### src/rtl/core/nc2d_pkg.sv
`timescale 1ns / 1ps
// ----------------------------------------------------------------------------
// nc2d_pkg
// Constants, widths and shared types of the normalized 2D convolution block.
// ----------------------------------------------------------------------------
package nc2d_pkg;

    localparam int MAX_KERNEL = 7;
    localparam int MAX_COLS   = 1024;
    localparam int COEF_BITS  = 16;

    localparam int TAPS      = MAX_KERNEL * MAX_KERNEL;
    localparam int KW        = $clog2(MAX_KERNEL + 1);
    localparam int KCFG_W    = 3;
    localparam int COLW      = $clog2(MAX_COLS);
    localparam int COLS_W    = 11;
    localparam int ROWS_W    = 16;
    localparam int PIX_W     = 24;
    localparam int IDX_W     = 6;
    localparam int COEF_IN_W = 16;
    localparam int TAP_W     = $clog2(TAPS);
    localparam int CNT_W     = TAP_W + 1;
    localparam int SUM_W     = COEF_BITS + TAP_W;
    localparam int PROD_W    = 8 + COEF_BITS;
    localparam int ACC_W     = PROD_W + TAP_W;
    localparam int LS_DEPTH  = (MAX_KERNEL - 1) * MAX_COLS;
    localparam int LS_AW     = $clog2(LS_DEPTH);
    localparam int SLOT_W    = $clog2(MAX_KERNEL);
    localparam int WIN_AW    = SLOT_W + KW;
    localparam int CFG_IW    = 2;
    localparam int CFG_DW    = 16;
    localparam int Q_DEPTH   = 2;

    typedef enum logic [CFG_IW-1:0] {
        CFG_KERNEL = 2'd0,
        CFG_COLS   = 2'd1,
        CFG_ROWS   = 2'd2
    } cfg_idx_t;

    // front to back control
    typedef struct packed {
        logic [KW-1:0] k;
        logic          refresh;
    } ctl_t;

    typedef struct packed {
        logic                              is_coef;
        logic [IDX_W-1:0]                  idx;
        logic [COEF_BITS-1:0]              val;
        logic [MAX_KERNEL-1:0][PIX_W-1:0]  column;
        logic                              emit;
        logic                              last;
    } q_item_t;

endpackage

### src/rtl/core/nc2d_queue.sv
`timescale 1ns / 1ps
// ----------------------------------------------------------------------------
// nc2d_queue
// Short FIFO of work items between the front and the back.
// ----------------------------------------------------------------------------
module nc2d_queue import nc2d_pkg::*; (
    input  logic    aclk,
    input  logic    aresetn,
    input  logic    push,
    input  q_item_t push_item,
    output logic    full,
    input  logic    pop,
    output q_item_t pop_item,
    output logic    empty
);

    localparam int PW = $clog2(Q_DEPTH);

    q_item_t          mem_reg [Q_DEPTH];
    logic [PW-1:0]    wp_reg, rp_reg;
    logic [PW:0]      cnt_reg;

    assign full     = (cnt_reg == (PW+1)'(Q_DEPTH));
    assign empty    = (cnt_reg == '0);
    assign pop_item = mem_reg[rp_reg];

    always_ff @(posedge aclk) begin
        if (push) begin
            mem_reg[wp_reg] <= push_item;
        end
    end

    always_ff @(posedge aclk) begin
        if (!aresetn) begin
            wp_reg  <= '0;
            rp_reg  <= '0;
            cnt_reg <= '0;
        end else begin
            if (push) begin
                wp_reg <= (wp_reg == PW'(Q_DEPTH - 1)) ? '0 : wp_reg + PW'(1);
            end
            if (pop) begin
                rp_reg <= (rp_reg == PW'(Q_DEPTH - 1)) ? '0 : rp_reg + PW'(1);
            end
            cnt_reg <= cnt_reg + (PW+1)'(push) - (PW+1)'(pop);
        end
    end

endmodule

### config.mk
export PLATFORM = sky130hd
export DESIGN_NAME = nc2d_queue
export DESIGN_NICKNAME = d
export VERILOG_FILES = /design/src/rtl/core/nc2d_pkg.sv /design/src/rtl/core/nc2d_queue.sv
export SDC_FILE = /design/constraint.sdc
export NUM_CORES = 1
export LEC_CHECK = 0
export BUFFER_PORTS_ARGS = -buffer_cell sky130_fd_sc_hd__buf_4
export CORE_MARGIN = 1.5
export CORE_UTILIZATION = 47
export CTS_CLUSTER_DIAMETER = 50
export DETAILED_ROUTE_END_ITERATION = 7
export PLACE_DENSITY_LB_ADDON = 0.08
export SLEW_MARGIN = 20
export SYNTH_ARGS = -nofsm -noshare
export SYNTH_HDL_FRONTEND = slang
export SYNTH_SLANG_ARGS = --single-unit
### constraint.sdc
create_clock -name aclk -period 9 [get_ports aclk]
set_input_delay 0.45 -clock aclk [delete_from_list [all_inputs] [get_ports aclk]]
set_output_delay 0.45 -clock aclk [all_outputs]
set_load 0.05 [all_outputs]
# After elaboration in Yosys (flattened, before gate mapping)

Memories as Yosys holds them, arrays and structs flattened. A register that Yosys moved wholly into a read port is not among the register bits.
Cells that the tools add are included.

Bits in registers: 4
Bits in writable memories: 386
Bits of input ports: 197
Output and inout port bits: 195
Logic and storage cells: 16
Memories kept: 1

Memories:

| memory  | words | bits a word | read ports | clocked after Yosys merged registers in | wr ports | RTL line         | RTL |
|---|---|---|---|---|---|---|---|
| mem_reg | 2     | 193         | 1          | 1                                       | 1        | nc2d_queue.sv:19 | `q_item_t mem_reg [Q_DEPTH];` |

Add/sub/neg operators: 4
Eq/ne operators: 1
Muxes and demuxes: 6
Reductions and logical operators: 1

Operators with widths:

| kind                | count |
|---|---|
| $mux 1              | 6 |
| $add 1x1->1 const B | 2 |
| $add 2x1->2         | 1 |
| $eq 2x2->1 const B  | 1 |
| $logic_not 2->1     | 1 |
| $sub 2x1->2         | 1 |

# Depth between registers and ports, before layout

Gate-level depths: netlist (run 1).

Depth after elaboration: 4
Mapped depth: 6
Gate-level depth less buffers: 6

# Worst setup path after synthesis (run 1)

OpenSTA, ideal clock, no wires.

Path kind: input to register
Start point: input push
End point: register wp_reg
Setup time: 0.098 ns
Arrival: 9.488 ns
Data required time: 8.902 ns
Slack: -0.586 ns
Cell stages on the path: 2
Path buffers: 0
Path through: nor2b_1 o21a_1

RTL lines:

| what                 | RTL line         | RTL |
|---|---|---|
| from (decl)          | nc2d_queue.sv:9  | `input logic push,` |
| to (signal assigned) | nc2d_queue.sv:40 | `wp_reg <= (wp_reg == PW'(Q_DEPTH - 1)) ? '0 : wp_reg + PW'(1);` |
| to (decl)            | nc2d_queue.sv:20 | `logic [PW-1:0] wp_reg, rp_reg;` |

==> run metrics, run 1 <==
Die X=176.7 µm; multi-input combinational cell area=2301 µm²; required time worst endpoint=8.55 ns; largest area contributor in the synthesized netlist=edfxtp_1; Num CTS Buffers=43; total die area=31,210 µm²; post-route ant nets=0; share of the synthesized area in the top cell type=81.79%; Lkg Pwr=0.007042 µW; register area=11,700 µm²; Worst EP arrival=2.91 ns; core area=29,640 µm²; status=finished, final reports clean; Yosys cell types=14; # rows=63; normalized max-slew margin=30.69%; Max IR drop VDD=162.6 µV; Setup CP Type=reg2out; synth top area cells=edfxtp_1 (82%), mux2_2 (15%), dfxtp_1 (0.71%); Hold WC Path Type=in2reg; Adder-Cell Fraction of Synth Area=0.1766%; Slew @ Worst Pin=1.040 ns; Remaining DRCs=0; initial antenna violation count=2; Die Ht=176.7 µm; Post-synth EDFFs=386; hold-fix buffer count after cts=0; crit-path max FO=75; Mean Syn Cell Area=22.82 µm²; vias in the first global route=7,575; NumNets Final=1,242; Post-Synth XOR/XNOR Area=0.2207%; RSZ-0062 raised after global routing=no; DRT Pass-1 Iters=4; CP endpoint kind=output port; Clk Latency, worst-skew pair=0.52 ns; PostCTS Resize Cnt=0; Slew Limit Fails=0; overall power=4596 µW; largest family of logic cells by synthesized area=multiplexers; ys async rst share=0%; drt wl/cell=20.01 µm; final wirelength=29.38 mm; syn nets=820; Tmin final=3.362 ns; Starting DRT DRC Count=297; Mapped Area=14,170 µm²; Max Root-Sink Buffers=3; max-cap viol count=0; largest net degree at the start of global routing=76; TNS Setup=0 ns; Fin. Hold Viols=0; placed cells=1,388; critical path launch point type=register; pwr/cell area=243.7 nW/µm²; multiplexer share of the synthesized area=15.34%; Layout Skew=0.007582 ns; Seq cells post-synth=391; most numerous cell in the Yosys netlist=edfxtp_1; max reg flops=386; P&R area growth vs syn=33.09%; commonest cells in the netlist=edfxtp_1 (386), mux2_2 (193), buf_4 (11), buf_6 (8), dfxtp_1 (5); YS warnings=0; Synth Area in Simple Gates=0.3796%; Most used DFF post-synth=edfxtp_1; layout cells sized above 1=60.50%; register area share after synthesis=82.49%; Setup Viol. Count Final=0; setup bufs post-CTS=0; Mapped Cells=621; crit share post-route=37.36%; drt via density=4.875; H-tree Lvls=2; TritonCTS clock tree=yes; clk root buf=clkbuf_16; fmax=0.2974 GHz; I/O Buffers=391; Ports=392; Fillers=2,165; first-pass GRT wire length=42.95 mm; Initial Utilization=47.82%; Synth Area in Compound Gates=0.05297%; Fin Hold WS=0.1065 ns; CTS clock-pin slew for the worst setup and hold paths=0.06 ns; GPL Wtd Cong=0.7288; total number of vias=7,157; Post-DP HPWL=19.02 mm; clk sinks=391; GRT overflow=0; post-route insts no fill=1,468; Total GRT Usage=18.41%
routing by layer:
metal,up-vias,track usage (%),share of wire (%),routed length [µm]
li1,3326,-,-,-
met1,3505,20.80,37,10780
met2,284,31.16,50,14830
met3,42,8.054,11,3137
met4,0,6.215,2.1,630
met5,-,0,0,0
path summary, 6_finish.rpt:
| path | to | slack, ns | cells after the start | startpoint |
|---|---|---|---|---|
| setup / recovery | pop_item[23] | 5.64 | 3 | register |
| hold / removal | mem_reg[0][135] | 0.11 | 1 | push_item[135] |
| setup reg to reg | mem_reg[0][190] | 6.17 | 3 | wp_reg |
| hold reg to reg | register | 0.58 | 2 | rp_reg |
cell type report:
class | instances | share of cell area [%]
diodes | 2 | 0.02653
clock buffers | 55 | 6.169
clock inverters | 23 | 1.134
inverters | 2 | 0.03980
multi-input cells | 207 | 12.20
flip-flops and latches | 391 | 62.00
well taps | 390 | 2.587
repair buffers | 398 | 15.84
cell usage in the layout, fill, tap and decap left out, drive strengths merged:
master,n
diode,2
and2,4
xnor3,1
ha,2
o21a,1
inv,3
buf,398
clkinv,17
bufinv,4
mux2,193
clkinvlp,1
clkbuf,55
xor2,1
nor2,1
nor2b,4
dfxtp,5
edfxtp,386
worst max-delay path: stages (launching register included):
cell and delay, ns:
dfxtp_4 0.79, buf_4 0.87, mux2_2 0.44, buf_4 0.19
logic make-up after synthesis:
family / after synthesis
compound gates: 1
xor+xnor: 2
fa+ha+maj: 2
buf+inv: 23
flops: 391
mux: 193
simple gates: 9
power by group:
group,switching [µW],total [µW],leakage (µW),internal (µW)
combinational,495,761,0.00271,266
clock,671,1700,0.000670,1030
sequential,27.5,2140,0.00366,2110
total,1190,4600,0.00704,3400
per-stage QoR:
stage | setup WS (ns) | util (%) | cell area, µm²
final | 5.638 | 63.64 | 18860
after global routing | 5.484 | 63.64 | 18860
after CTS | 5.564 | 63.62 | 18860
after detailed placement | 5.837 | 58.98 | 17480
after global placement | 5.857 | 58.98 | 17480
after floorplan | 3.066 | - | 14170
No activity file was read; power rests on OpenSTA's default activity.
==> run 2: changes to the inputs <==
==> constraint.sdc (replaced) <==
create_clock -name aclk -period 2.8 [get_ports aclk]
set_input_delay 0.14 -clock aclk [delete_from_list [all_inputs] [get_ports aclk]]
set_output_delay 0.14 -clock aclk [all_outputs]
set_load 0.05 [all_outputs]
==> run metrics, run 2 (synthesis gave the netlist of run 1 again) <==
status=finished, final reports clean; Tmin final=2.129 ns; Int Power=11,320 µW; pwr/cell area=724.2 nW/µm²; total die area=31,210 µm²; Clk Latency, worst-skew pair=0.52 ns; GRT overflow=0; vias in the first global route=8,546; layout cells sized above 1=52.03%; Setup Viol. Count Final=0; drt via density=4.827; post-route ant nets=0; Die X=176.7 µm; CP endpoint kind=output port; switching portion of total power=25.77%; NumNets Final=1,445; RR Endpoint=mem_reg[1][86]; Crit-path slowest cell=mux2_2; Starting DRT DRC Count=426; Num CTS Buffers=42; clk sinks=391; drt wl/cell=18.58 µm; cells along the critical path=buf_12, mux2_2, buf_4; Initial Utilization=47.82%; most frequent cells in the layout=buf_4 (397), edfxtp_1 (386), dlygate4sd3_1 (197); area post-placement=17,630 µm²; RSZ-0062 raised after global routing=no; critical path launch point type=register; Worst EP arrival=1.99 ns; crit-path max FO=83; Setup CP Type=reg2out; CP max stage delay=0.43 ns; required time worst endpoint=2.66 ns; Post-DP HPWL=19.24 mm; I/O Buffers=391; PostCTS Resize Cnt=0; P&R area growth vs syn=48.51%; RR Startpoint=wp_reg; Hold WC Path Type=in2reg; Die Ht=176.7 µm; post-route cell area=21,050 µm²; Combinational Power Share=18.1%; NetSw=3928 µW; Total GRT Usage=19.42%; total number of vias=8,070; core area=29,640 µm²; reg2reg path depth=2; final wirelength=31.07 mm; largest net degree at the start of global routing=104; normalized max-slew margin=49.78%; Fin. Hold Viols=0; Remaining DRCs=0; Slew @ Worst Pin=0.7532 ns; max reg flops=386; Clock power frac=37.1%; first-pass GRT wire length=46.26 mm; R2R Setup Slk=1.14 ns; initial antenna violation count=2; crit share post-route=76.05%; GPL Wtd Cong=0.7284; Slew Limit Fails=0; max-cap viol count=0; most common cell after layout, fill and taps aside=buf_4; H-tree Lvls=2; CP endpoint=pop_item[0]; setup bufs post-CTS=0; CTS clock-pin slew for the worst setup and hold paths=0.06 ns; Ports=392; Max Root-Sink Buffers=3; DRT Pass-1 Iters=6; fmax=0.4696 GHz; overall power=15,240 µW; TritonCTS clock tree=yes; clk root buf=clkbuf_16; Max IR drop VDD=607.7 µV; sequential share of power=44.9%; # rows=63; Lkg Pwr=0.007969 µW; hold-fix buffer count after cts=197; Layout Skew=0.01728 ns
-- run 2: cell count changes in the layout (fill, tap and decap cells not counted) --
| cell | before | now |
|---|---|---|
| inv_6 | 0 | 1 |
| buf_4 | 398 | 397 |
| clkinv_2 | 5 | 9 |
| clkinv_4 | 1 | 2 |
| clkbuf_1 | 10 | 6 |
| dlygate4sd3_1 | 0 | 197 |
| clkinv_1 | 11 | 8 |
| dfxtp_2 | 0 | 1 |
| inv_8 | 1 | 0 |
| bufinv_16 | 4 | 6 |
| dfxtp_1 | 4 | 3 |
| buf_12 | 0 | 8 |
-- run 2: cell type report --
type / instances / area, µm²
multi-input combinational: 207 / 2301
timing repair buffer: 602 / 5112
clock inverter: 27 / 289.0
antenna: 2 / 5.005
clock buffer: 51 / 1149
sequential: 391 / 11700
inverter: 2 / 7.507
tap: 390 / 488.0
fill: 1876 / 8591
-- run 2: worst min-delay path by stage --
stage                    from               to  slack [ns]  cells past startpoint
4_1_cts        push_item[130]  mem_reg[1][130]        0.32                      2
3_5_place_dp    push_item[74]   mem_reg[1][74]        0.33                      1
3_3_place_gp   push_item[157]  mem_reg[1][157]        0.33                      1
5_1_grt         push_item[68]   mem_reg[0][68]        0.33                      2
6_report         push_item[3]    mem_reg[1][3]        0.34                      2
2_1_floorplan    push_item[0]    mem_reg[0][0]        0.24                      0
-- run 2: worst max-delay path, delay by kind of cell, from the launching register on --
| family | cells | cell delay [ns] |
|---|---|---|
| buf+inv | 2 | 0.52 |
| mux | 1 | 0.43 |
| flops | 1 | 0.37 |
-- run 2: power groups by stage --
stage,combinational [µW],sequential (µW),clock [µW]
after floorplan,1680,6960,0
after global placement,2520,6940,0
after detailed placement,2530,6960,0
after CTS,2770,6840,5740
after global routing,2870,6860,6000
final,2750,6840,5650
-- run 2: layer usage --
layer | up-vias | wire (µm) | GRT usage [%]
met1 | 3965 | 11640 | 22.47
met3 | 58 | 2601 | 6.078
met2 | 317 | 15980 | 34.02
met4 | 0 | 847 | 6.850
met5 | - | 0 | 0
li1 | 3730 | - | -
-- run 2: metrics by stage --
stage	utilization [%]	hold slack, ns	setup slack, ns	setup TNS (ns)	cells
finish	71.01	0.3380	0.6705	0	1672
global route	71.01	0.3284	0.6225	0	1672
CTS	71.00	0.3204	0.6736	0	1670
detailed placement	59.49	0.3274	1.086	0	1395
global placement	59.49	0.3252	1.091	0	1395
floorplan	-	0.2389	-0.8051	-226.68	621
