## src/rtl/core/nc2d_pkg.sv

```systemverilog
`timescale 1ns / 1ps
// ----------------------------------------------------------------------------
// nc2d_pkg
// Constants, widths and shared types of the normalized 2D convolution block.
// ----------------------------------------------------------------------------
package nc2d_pkg;

    localparam int MAX_KERNEL = 7;
    localparam int MAX_COLS   = 1024;
    localparam int COEF_BITS  = 16;

    localparam int TAPS      = MAX_KERNEL * MAX_KERNEL;
    localparam int KW        = $clog2(MAX_KERNEL + 1);
    localparam int KCFG_W    = 3;
    localparam int COLW      = $clog2(MAX_COLS);
    localparam int COLS_W    = 11;
    localparam int ROWS_W    = 16;
    localparam int PIX_W     = 24;
    localparam int IDX_W     = 6;
    localparam int COEF_IN_W = 16;
    localparam int TAP_W     = $clog2(TAPS);
    localparam int CNT_W     = TAP_W + 1;
    localparam int SUM_W     = COEF_BITS + TAP_W;
    localparam int PROD_W    = 8 + COEF_BITS;
    localparam int ACC_W     = PROD_W + TAP_W;
    localparam int LS_DEPTH  = (MAX_KERNEL - 1) * MAX_COLS;
    localparam int LS_AW     = $clog2(LS_DEPTH);
    localparam int SLOT_W    = $clog2(MAX_KERNEL);
    localparam int WIN_AW    = SLOT_W + KW;
    localparam int CFG_IW    = 2;
    localparam int CFG_DW    = 16;
    localparam int Q_DEPTH   = 2;

    typedef enum logic [CFG_IW-1:0] {
        CFG_KERNEL = 2'd0,
        CFG_COLS   = 2'd1,
        CFG_ROWS   = 2'd2
    } cfg_idx_t;

    // front to back control
    typedef struct packed {
        logic [KW-1:0] k;
        logic          refresh;
    } ctl_t;

    typedef struct packed {
        logic                              is_coef;
        logic [IDX_W-1:0]                  idx;
        logic [COEF_BITS-1:0]              val;
        logic [MAX_KERNEL-1:0][PIX_W-1:0]  column;
        logic                              emit;
        logic                              last;
    } q_item_t;

endpackage

```

## src/rtl/core/nc2d_back.sv

```systemverilog
`timescale 1ns / 1ps
// ----------------------------------------------------------------------------
// nc2d_back
// Holds coefficients, weight sum and window; runs the multiply-accumulate
// over the window, the per-channel divide and the output register.
// ----------------------------------------------------------------------------
module nc2d_back import nc2d_pkg::*; (
    input  logic       aclk,
    input  logic       aresetn,
    input  ctl_t       ctl,
    input  logic       q_empty,
    input  q_item_t    q_item,
    output logic       q_pop,
    output logic       m_valid,
    input  logic       m_ready,
    output logic [7:0] m_out_ch0,
    output logic [7:0] m_out_ch1,
    output logic [7:0] m_out_ch2,
    output logic       m_last_of_image,
    output logic       m_zero_norm
);

    typedef enum logic [2:0] {B_IDLE, B_SUM, B_WCOL, B_MAC, B_DIV, B_OUT} bstate_t;

    localparam int DC_W = $clog2(ACC_W + 1);

    bstate_t              state_reg;
    q_item_t              cur_reg;
    logic [SUM_W-1:0]     wsum_reg;
    logic [SUM_W-1:0]     sacc_reg;
    logic [CNT_W-1:0]     iss_reg;
    logic                 v1_reg, v2_reg, idone_reg;
    logic [KW-1:0]        wr_r_reg, mr_reg, mc_reg;
    logic [SLOT_W-1:0]    wp_reg, mslot_reg;
    logic [TAP_W-1:0]     mci_reg;
    logic [PROD_W-1:0]    prod_reg [3];
    logic [ACC_W-1:0]     acc_reg [3];
    logic [SUM_W-1:0]     rem_reg [3];
    logic [DC_W-1:0]      dcnt_reg;
    logic                 zn_reg;

    logic [COEF_BITS-1:0] tbl_mem [TAPS];
    logic [TAPS-1:0]      tvalid_reg;
    logic [COEF_BITS-1:0] tbl_q;
    logic                 tbl_vq;
    logic                 t_re, t_we;
    logic [TAP_W-1:0]     t_raddr;
    logic [COEF_BITS-1:0] coef_rd;

    logic [PIX_W-1:0]     win_mem [2**WIN_AW];
    logic [PIX_W-1:0]     win_q;
    logic                 w_re, w_we;

    logic [CNT_W-1:0]     ntaps;
    logic [SLOT_W:0]      s0_tmp;
    logic [SUM_W:0]       trial [3];
    logic                 qbit [3];

    logic                 m_valid_reg, m_last_reg, m_zn_reg;
    logic [7:0]           m_ch_reg [3];

    assign ntaps   = CNT_W'(ctl.k) * CNT_W'(ctl.k);
    assign coef_rd = tbl_vq ? tbl_q : '0;
    assign q_pop   = (state_reg == B_IDLE) && !q_empty && !ctl.refresh;

    assign t_we    = q_pop && q_item.is_coef && (int'(q_item.idx) < TAPS);
    assign t_re    = (state_reg == B_SUM && iss_reg < ntaps)
                  || (state_reg == B_MAC && !idone_reg);
    assign t_raddr = (state_reg == B_SUM) ? iss_reg[TAP_W-1:0] : mci_reg;
    assign w_we    = (state_reg == B_WCOL);
    assign w_re    = (state_reg == B_MAC && !idone_reg);

    always_ff @(posedge aclk) begin
        if (t_we) begin
            tbl_mem[q_item.idx[TAP_W-1:0]] <= q_item.val;
        end
        if (t_re) begin
            tbl_q  <= tbl_mem[t_raddr];
            tbl_vq <= tvalid_reg[t_raddr];
        end
        if (w_we) begin
            win_mem[{wp_reg, wr_r_reg}] <= cur_reg.column[wr_r_reg];
        end
        if (w_re) begin
            win_q <= win_mem[{mslot_reg, mr_reg}];
        end
    end

    // oldest window column sits k-1 slots behind the newest
    assign s0_tmp = (SLOT_W+1)'(wp_reg) + (SLOT_W+1)'(MAX_KERNEL)
                  - (SLOT_W+1)'(ctl.k - KW'(1));

    always_comb begin
        for (int ch = 0; ch < 3; ch++) begin
            trial[ch] = {rem_reg[ch], acc_reg[ch][ACC_W-1]};
            qbit[ch]  = trial[ch] >= {1'b0, wsum_reg};
        end
    end

    always_ff @(posedge aclk) begin
        if (!aresetn) begin
            state_reg   <= B_IDLE;
            wsum_reg    <= '0;
            tvalid_reg  <= '0;
            wp_reg      <= '0;
            v1_reg      <= 1'b0;
            v2_reg      <= 1'b0;
            m_valid_reg <= 1'b0;
        end else begin
            if (m_valid_reg && m_ready) begin
                m_valid_reg <= 1'b0;
            end
            if (t_we) begin
                tvalid_reg[q_item.idx[TAP_W-1:0]] <= 1'b1;
            end
            unique case (state_reg)
                B_IDLE: begin
                    iss_reg  <= '0;
                    v1_reg   <= 1'b0;
                    sacc_reg <= '0;
                    wr_r_reg <= '0;
                    if (ctl.refresh) begin
                        state_reg <= B_SUM;
                    end else if (!q_empty) begin
                        cur_reg   <= q_item;
                        state_reg <= q_item.is_coef ? B_SUM : B_WCOL;
                    end
                end
                B_SUM: begin
                    v1_reg <= iss_reg < ntaps;
                    if (iss_reg < ntaps) begin
                        iss_reg <= iss_reg + CNT_W'(1);
                    end
                    if (v1_reg) begin
                        sacc_reg <= sacc_reg + SUM_W'(coef_rd);
                    end else if (iss_reg == ntaps) begin
                        wsum_reg  <= sacc_reg;
                        state_reg <= B_IDLE;
                    end
                end
                B_WCOL: begin
                    if (wr_r_reg == ctl.k - KW'(1)) begin
                        wp_reg <= (wp_reg == SLOT_W'(MAX_KERNEL - 1))
                                ? '0 : wp_reg + SLOT_W'(1);
                        mslot_reg <= (s0_tmp >= (SLOT_W+1)'(MAX_KERNEL))
                                   ? SLOT_W'(s0_tmp - (SLOT_W+1)'(MAX_KERNEL))
                                   : SLOT_W'(s0_tmp);
                        mr_reg    <= '0;
                        mc_reg    <= '0;
                        mci_reg   <= '0;
                        idone_reg <= 1'b0;
                        v1_reg    <= 1'b0;
                        v2_reg    <= 1'b0;
                        for (int ch = 0; ch < 3; ch++) begin
                            acc_reg[ch] <= '0;
                        end
                        state_reg <= cur_reg.emit ? B_MAC : B_IDLE;
                    end else begin
                        wr_r_reg <= wr_r_reg + KW'(1);
                    end
                end
                B_MAC: begin
                    v1_reg <= !idone_reg;
                    v2_reg <= v1_reg;
                    if (!idone_reg) begin
                        if (mr_reg == ctl.k - KW'(1)) begin
                            mr_reg    <= '0;
                            mc_reg    <= mc_reg + KW'(1);
                            mci_reg   <= TAP_W'(mc_reg) + TAP_W'(1);
                            mslot_reg <= (mslot_reg == SLOT_W'(MAX_KERNEL - 1))
                                       ? '0 : mslot_reg + SLOT_W'(1);
                            if (mc_reg == ctl.k - KW'(1)) begin
                                idone_reg <= 1'b1;
                            end
                        end else begin
                            mr_reg  <= mr_reg + KW'(1);
                            mci_reg <= mci_reg + TAP_W'(ctl.k);
                        end
                    end
                    for (int ch = 0; ch < 3; ch++) begin
                        if (v1_reg) begin
                            prod_reg[ch] <= PROD_W'(win_q[8*ch +: 8]) * PROD_W'(coef_rd);
                        end
                        if (v2_reg) begin
                            acc_reg[ch] <= acc_reg[ch] + ACC_W'(prod_reg[ch]);
                        end
                    end
                    if (idone_reg && !v1_reg && !v2_reg) begin
                        for (int ch = 0; ch < 3; ch++) begin
                            rem_reg[ch] <= '0;
                        end
                        dcnt_reg  <= '0;
                        zn_reg    <= (wsum_reg == '0);
                        state_reg <= (wsum_reg == '0) ? B_OUT : B_DIV;
                    end
                end
                B_DIV: begin
                    // one restoring step per cycle, quotient shifts into acc
                    for (int ch = 0; ch < 3; ch++) begin
                        rem_reg[ch] <= qbit[ch] ? SUM_W'(trial[ch] - {1'b0, wsum_reg})
                                                : SUM_W'(trial[ch]);
                        acc_reg[ch] <= {acc_reg[ch][ACC_W-2:0], qbit[ch]};
                    end
                    dcnt_reg <= dcnt_reg + DC_W'(1);
                    if (dcnt_reg == DC_W'(ACC_W - 1)) begin
                        state_reg <= B_OUT;
                    end
                end
                B_OUT: begin
                    if (!m_valid_reg || m_ready) begin
                        m_valid_reg <= 1'b1;
                        m_last_reg  <= cur_reg.last;
                        m_zn_reg    <= zn_reg;
                        for (int ch = 0; ch < 3; ch++) begin
                            m_ch_reg[ch] <= zn_reg ? 8'd0 : acc_reg[ch][7:0];
                        end
                        state_reg <= B_IDLE;
                    end
                end
                default: state_reg <= B_IDLE;
            endcase
        end
    end

    assign m_valid         = m_valid_reg;
    assign m_out_ch0       = m_ch_reg[0];
    assign m_out_ch1       = m_ch_reg[1];
    assign m_out_ch2       = m_ch_reg[2];
    assign m_last_of_image = m_last_reg;
    assign m_zero_norm     = m_zn_reg;

endmodule

```

## config.mk

```make
export PLATFORM = sky130hd
export DESIGN_NAME = nc2d_back
export DESIGN_NICKNAME = d
export VERILOG_FILES = /design/src/rtl/core/nc2d_pkg.sv /design/src/rtl/core/nc2d_back.sv
export SDC_FILE = /design/constraint.sdc
export NUM_CORES = 2
export LEC_CHECK = 0
export ABC_AREA = 1
export ABC_CLOCK_PERIOD_IN_PS = 20800
export BUFFER_PORTS_ARGS = -buffer_cell sky130_fd_sc_hd__buf_2
export CAP_MARGIN = 30
export CORE_MARGIN = 8
export CORE_UTILIZATION = 50
export CTS_BUF_LIST = sky130_fd_sc_hd__clkbuf_4 sky130_fd_sc_hd__clkbuf_8 sky130_fd_sc_hd__clkbuf_16
export DETAILED_ROUTE_END_ITERATION = 6
export PLACE_DENSITY = 0.68
export SYNTH_ARGS = -nofsm -noshare
export SYNTH_HDL_FRONTEND = slang
export SYNTH_SLANG_ARGS = --single-unit
```

## constraint.sdc

```tcl
create_clock -name aclk -period 20.8 [get_ports aclk]
set_clock_uncertainty 0.05 [all_clocks]
set_input_delay 3.12 -clock aclk [delete_from_list [all_inputs] [get_ports aclk]]
set_output_delay 3.12 -clock aclk [all_outputs]
set_load 0.005 [all_outputs]
```

# Yosys cells after proc, flatten, opt, wreduce, memory -nomap -nowiden
# Memories as Yosys holds them, arrays and structs flattened. A register that Yosys moved wholly into a read port is not among the register bits.
# Index checks and enable logic that the tools add are counted.
[op_classes]
addsub = 21
n_mul = 4
n_lt_le_gt_ge = 10
n_eq_ne = 24
muxes = 98
bitwise_logic = 13
n_reduce_logical = 40
[op_table]
columns = ["op", "n"]
rows = [
  ["2-to-1 mux 30 bit", 6],
  ["2-to-1 mux 22 bit", 7],
  ["adder 30 x 24 -> 30 bit", 3],
  ["binary-select mux 24 bit (select 3 bit)", 1],
  ["multiplier 8 x 16 -> 24 bit", 3],
  ["greater-or-equal comparator 23 x 22 -> 1 bit", 3],
  ["subtractor 22 bit", 3],
  ["2-to-1 mux 3 bit", 20],
  ["bitwise OR 49 bit", 1],
  ["case mux 22 bit (2 select lines)", 1],
  ["2-to-1 mux 1 bit", 37],
  ["2-to-1 mux 24 bit", 1],
  ["2-to-1 mux 6 bit", 4],
  ["2-to-1 mux 8 bit", 3],
  ["case mux 3 bit (2 select lines)", 4],
  ["AND reduction 3 bit", 8],
  ["adder 22 x 16 -> 22 bit", 1],
  ["zero test 22 bit", 1],
  ["case mux 3 bit (6 select lines)", 1],
  ["2-to-1 mux 16 bit", 1],
  ["adder 3 x 1 -> 3 bit, second input constant", 5],
  ["< comparator 6 x 7 -> 1 bit, second input constant", 2],
  ["case mux 7 bit (2 select lines)", 1],
  ["equality test 3 bit, second input constant", 4],
  ["other kinds (44)", 89],
]
[word_totals]
register_bits = 307
ram_bits = 2572
out_inout_bits = 28
word_cells = 245
n_memories = 6
[mem_list]
columns = ["memory", "depth", "width", "read_ports", "rd_clocked_by_memory_dff", "wr", "line", "text"]
rows = [
  ["win_mem", 64, 24, 1, 1, 1, "nc2d_back.sv:50", "logic [PIX_W-1:0] win_mem [2**WIN_AW];"],
  ["tbl_mem", 49, 16, 1, 1, 1, "nc2d_back.sv:42", "logic [COEF_BITS-1:0] tbl_mem [TAPS];"],
  ["acc_reg", 3, 30, 3, 0, 3, "nc2d_back.sv:37", "logic [ACC_W-1:0] acc_reg [3];"],
  ["prod_reg", 3, 24, 3, 0, 3, "nc2d_back.sv:36", "logic [PROD_W-1:0] prod_reg [3];"],
  ["rem_reg", 3, 22, 3, 0, 3, "nc2d_back.sv:38", "logic [SUM_W-1:0] rem_reg [3];"],
  ["m_ch_reg", 3, 8, 3, 0, 3, "nc2d_back.sv:60", "logic [7:0] m_ch_reg [3];"],
]

# Logic depth before layout (Yosys ltp)
[depth]
word_depth = 8
mapped_depth = 23

# Worst setup path after synthesis
# OpenSTA, ideal clock, no wires.
[synth_path]
kind = "in2reg"
startpoint = "input aresetn"
endpoint = "register cur_reg[0] (netlist name) (enable)"
setup_ns = 1.117
t_arrival_ns = 19.519
required_ns = 19.633
path_slack_ns = 0.114
path_stages = 3
cell_sequence = "inv_1 > clkbuf_1 > nor4_1"
[synth_between]
elab_chain_len = 1
[synth_rtl]
columns = ["item", "line", "text"]
rows = [
  ["start: declaration", "nc2d_back.sv:9", "input logic aresetn,"],
  ["AND reduction 4 bit (no source line)", "--", ""],
  ["end signal: assignment", "nc2d_back.sv:125", "cur_reg <= q_item;"],
  ["end: declaration", "nc2d_back.sv:28", "q_item_t cur_reg;"],
]
# No other way between the ends.
# A chain may end at the register's enable or synchronous reset.

# Worst setup path after layout
[layout_path]
startpoint = "input ctl[0] (netlist name)"
endpoint = "output q_pop"
[layout_between]
elab_chain_len = 2
[layout_rtl]
columns = ["item", "line", "text"]
rows = [
  ["start: declaration", "nc2d_back.sv:10", "input ctl_t ctl,"],
  ["zero test 1 bit", "nc2d_back.sv:64", "assign q_pop = (state_reg == B_IDLE) && !q_empty && !ctl.refresh;"],
  ["logical AND 1 bit", "nc2d_back.sv:64", ""],
  ["end: declaration", "nc2d_back.sv:13", "output logic q_pop,"],
]
# No other way between the ends.

==> impl_metrics.tcl <==
set metrics [dict create \
    cts.hold.buffers_added 0 \
    crit_path_cell_trace "buf_2 > nor3_1 > buf_2" \
    first_pass_iters 7 \
    rsz0062_at_grt "no" \
    min_period_ns 6.82 \
    post-cts-setup-buffers 0 \
    grt.overflow.total 0 \
    layout_commonest_cell "edfxtp_1" \
    ant_nets 0 \
    critical-path-max-stage-delay_ns 0.23 \
    die_y_um 544 \
    synth_area_um2 139000 \
    cp_common_cell "buf_2" \
    setup_viol 0 \
    ios 229 \
    drive_gt1_share_pct 8.06 \
    syn_inst 13200 \
    ir_drop_mv 0.107 \
    critPathSlowestCell "nor3_1" \
    antenna_found_initial 16 \
    cts-resized-gates 0 \
    wirelength_mm 379 \
    synth_flop_cell "edfxtp_1" \
    slew_headroom_pct 27.3 \
    synth_top_area_share_pct 61.2 \
    utilization_pct 56.0 \
    largest_reg_flops 1536 \
    worst_pin_slew_ns 1.09 \
    core_um2 277000 \
    start_util_pct 50.3 \
    clk_transition_reported_paths_ns 0.06 \
    synth_nets 13900 \
    post-dp-hpwl_mm 230 \
    synthArstFlopShare_pct 0 \
    yosysTopAreaCell "edfxtp_1" \
    slew_violations 0 \
    drcViolationCount 0 \
    insertion_delay_ns 0.91 \
    grt_max_degree 195 \
    drtIter0Drc 11000 \
    gp_congestion 0.929 \
    power_density_nw_per_um2 112 \
    area_delta_synth_final_pct 11.4 \
    crit_arrival_ns 3.65 \
    ys_types 52 \
    finalCritPeriodShare_pct 32.8 \
    fmax_mhz 147 \
    finalNetCount 14100 \
    synth-edff-count 2839 \
    port_buffers 228 \
    cts_root_buf "clkbuf_16" \
    run_status "finished, final reports clean" \
    p_leak_nw 59.5 \
    nFillCells 23100 \
    fin_tns_setup_ns 0 \
    startpoint_type "input pin" \
    end_kind "primary output" \
    cts_max_level 5 \
    maxCapViolCount 0 \
    synth_area_leaders "edfxtp_1 (61%), nand2_1 (5.8%), nor2_1 (5.4%), o21ai_0 (4.2%), inv_1 (3.9%)" \
    grt_first_pass_wirelength_mm 567 \
    chipWidth_um 544 \
    critical_path_class "input pin to primary output" \
    seq_area_frac_synth_pct 62.4 \
    layout_common_cells "edfxtp_1 (2,839), nand2_1 (2,155), nor2_1 (1,947)" \
    yosys_warnings 0 \
    track_usage_pct 24.8 \
    synth-seq-cells 2919 \
    die_area_um2 296000 \
    avgSynthCellArea_um2 10.6 \
    tritoncts "done" \
    clock_path_buffers 4 \
    cts_sinks 2919 \
    hp-class "register to register" \
    rows 193 \
    path_max_fanout 5 \
    wl_per_cell_um 21.9 \
    vias_per_cell 5.70 \
    critPathRequiredTime_ns 17.63 \
    grt_pass1_vias 92900 \
    report.final.hold_viol_count 0 \
    vias 98500 \
    cts_buffers 310 \
]
-- layer usage --
| layer | wire length, um | vias up | part of all wire (%) | GRT usage, % |
|---|---|---|---|---|
| li1 | - | 45600 | - | - |
| met1 | 158000 | 47500 | 42 | 35.6 |
| met2 | 167000 | 4726 | 44 | 37.9 |
| met3 | 36800 | 757 | 9.7 | 4.24 |
| met4 | 16700 | 4 | 4.4 | 10.1 |
| met5 | 23 | - | 0.0061 | 0 |
-- Yosys cell counts (2+ instances only) --
cell / instances
edfxtp_1: 2839
nand2_1: 2157
nor2_1: 2019
inv_1: 1434
o21ai_0: 1160
nand3_1: 857
a21oi_1: 408
clkbuf_1: 400
ha_1: 308
fa_1: 261
o211ai_1: 245
buf_2: 165
o221ai_1: 146
o22ai_1: 111
nand4_1: 91
dfxtp_1: 80
nor3_1: 73
xor2_1: 61
xnor2_1: 51
buf_1: 40
a21o_1: 30
nand3b_1: 23
a221oi_1: 22
a22o_1: 20
o21bai_1: 20
buf_4: 15
o21a_1: 15
nor4_1: 11
a31oi_1: 10
clkinv_1: 10
a21boi_0: 9
o32ai_1: 9
inv_2: 8
or2_2: 8
a22oi_1: 6
and2_1: 5
o21ai_1: 5
nor3b_1: 4
o21ai_2: 4
a211oi_1: 3
and3_1: 3
nand2_2: 3
nor2_4: 2
-- cell families (layout without fill, tap and decap cells) --
kind of cell    after synthesis  after routing  share of synthesized area, %
compound gates             2228           2228                          9.26
xor+xnor                    112            112                         0.705
fa+ha+maj                   569            569                          6.52
buf+inv                    2072           2482                          5.78
flops                      2919           2919                          62.4
other cells                   0              6                             0
simple gates               5260           5260                          15.3
-- through the flow --
step	setup slack [ns]	power [mW]	hold slack [ns]	cell area [um2]	cells
6_report	13.98	17.3	0.418	155000	17300
5_1_grt	13.89	18.1	0.439	155000	17300
4_1_cts	13.97	17.3	0.421	155000	17300
3_5_place_dp	13.27	11.9	0.408	145000	16700
3_3_place_gp	13.36	11.8	0.399	145000	16700
2_1_floorplan	0.114	10.3	0.350	139000	13200
-- final timing paths --
kind / from / end / slack (ns) / cells past startpoint
min reg2reg: tvalid_reg[33] / tvalid_reg[33] / 0.42 / 2
max: ctl[0] / q_pop / 13.98 / 3
max reg2reg: tbl_vq / prod_reg[0][46] / 14.89 / 18
min: tvalid_reg[33] / tvalid_reg[33] / 0.42 / 2
-- worst max-delay path: cells and delay by family --
family | cells | cell delay (ns)
buf+inv | 2 | 0.30
simple gates | 1 | 0.23
-- report_power, final --
part           leakage, nW  internal [mW]  switching, mW
combinational         28.2           1.26           3.36
sequential            26.4           7.14         0.0687
clock                 4.99           3.20           2.28
total                 59.5           11.6           5.70
-- layout make-up --
type	instances	area [um2]	area share (%)
inverter	1452	5470	3.53
antenna	6	15.0	0.00968
multi-input combinational	8169	44600	28.8
tap	3705	4640	2.99
timing repair buffer	483	3420	2.21
sequential	2919	86900	56.0
clock inverter	154	1570	1.01
clock buffer	393	8490	5.48
(Power assumes the default switching activity.)
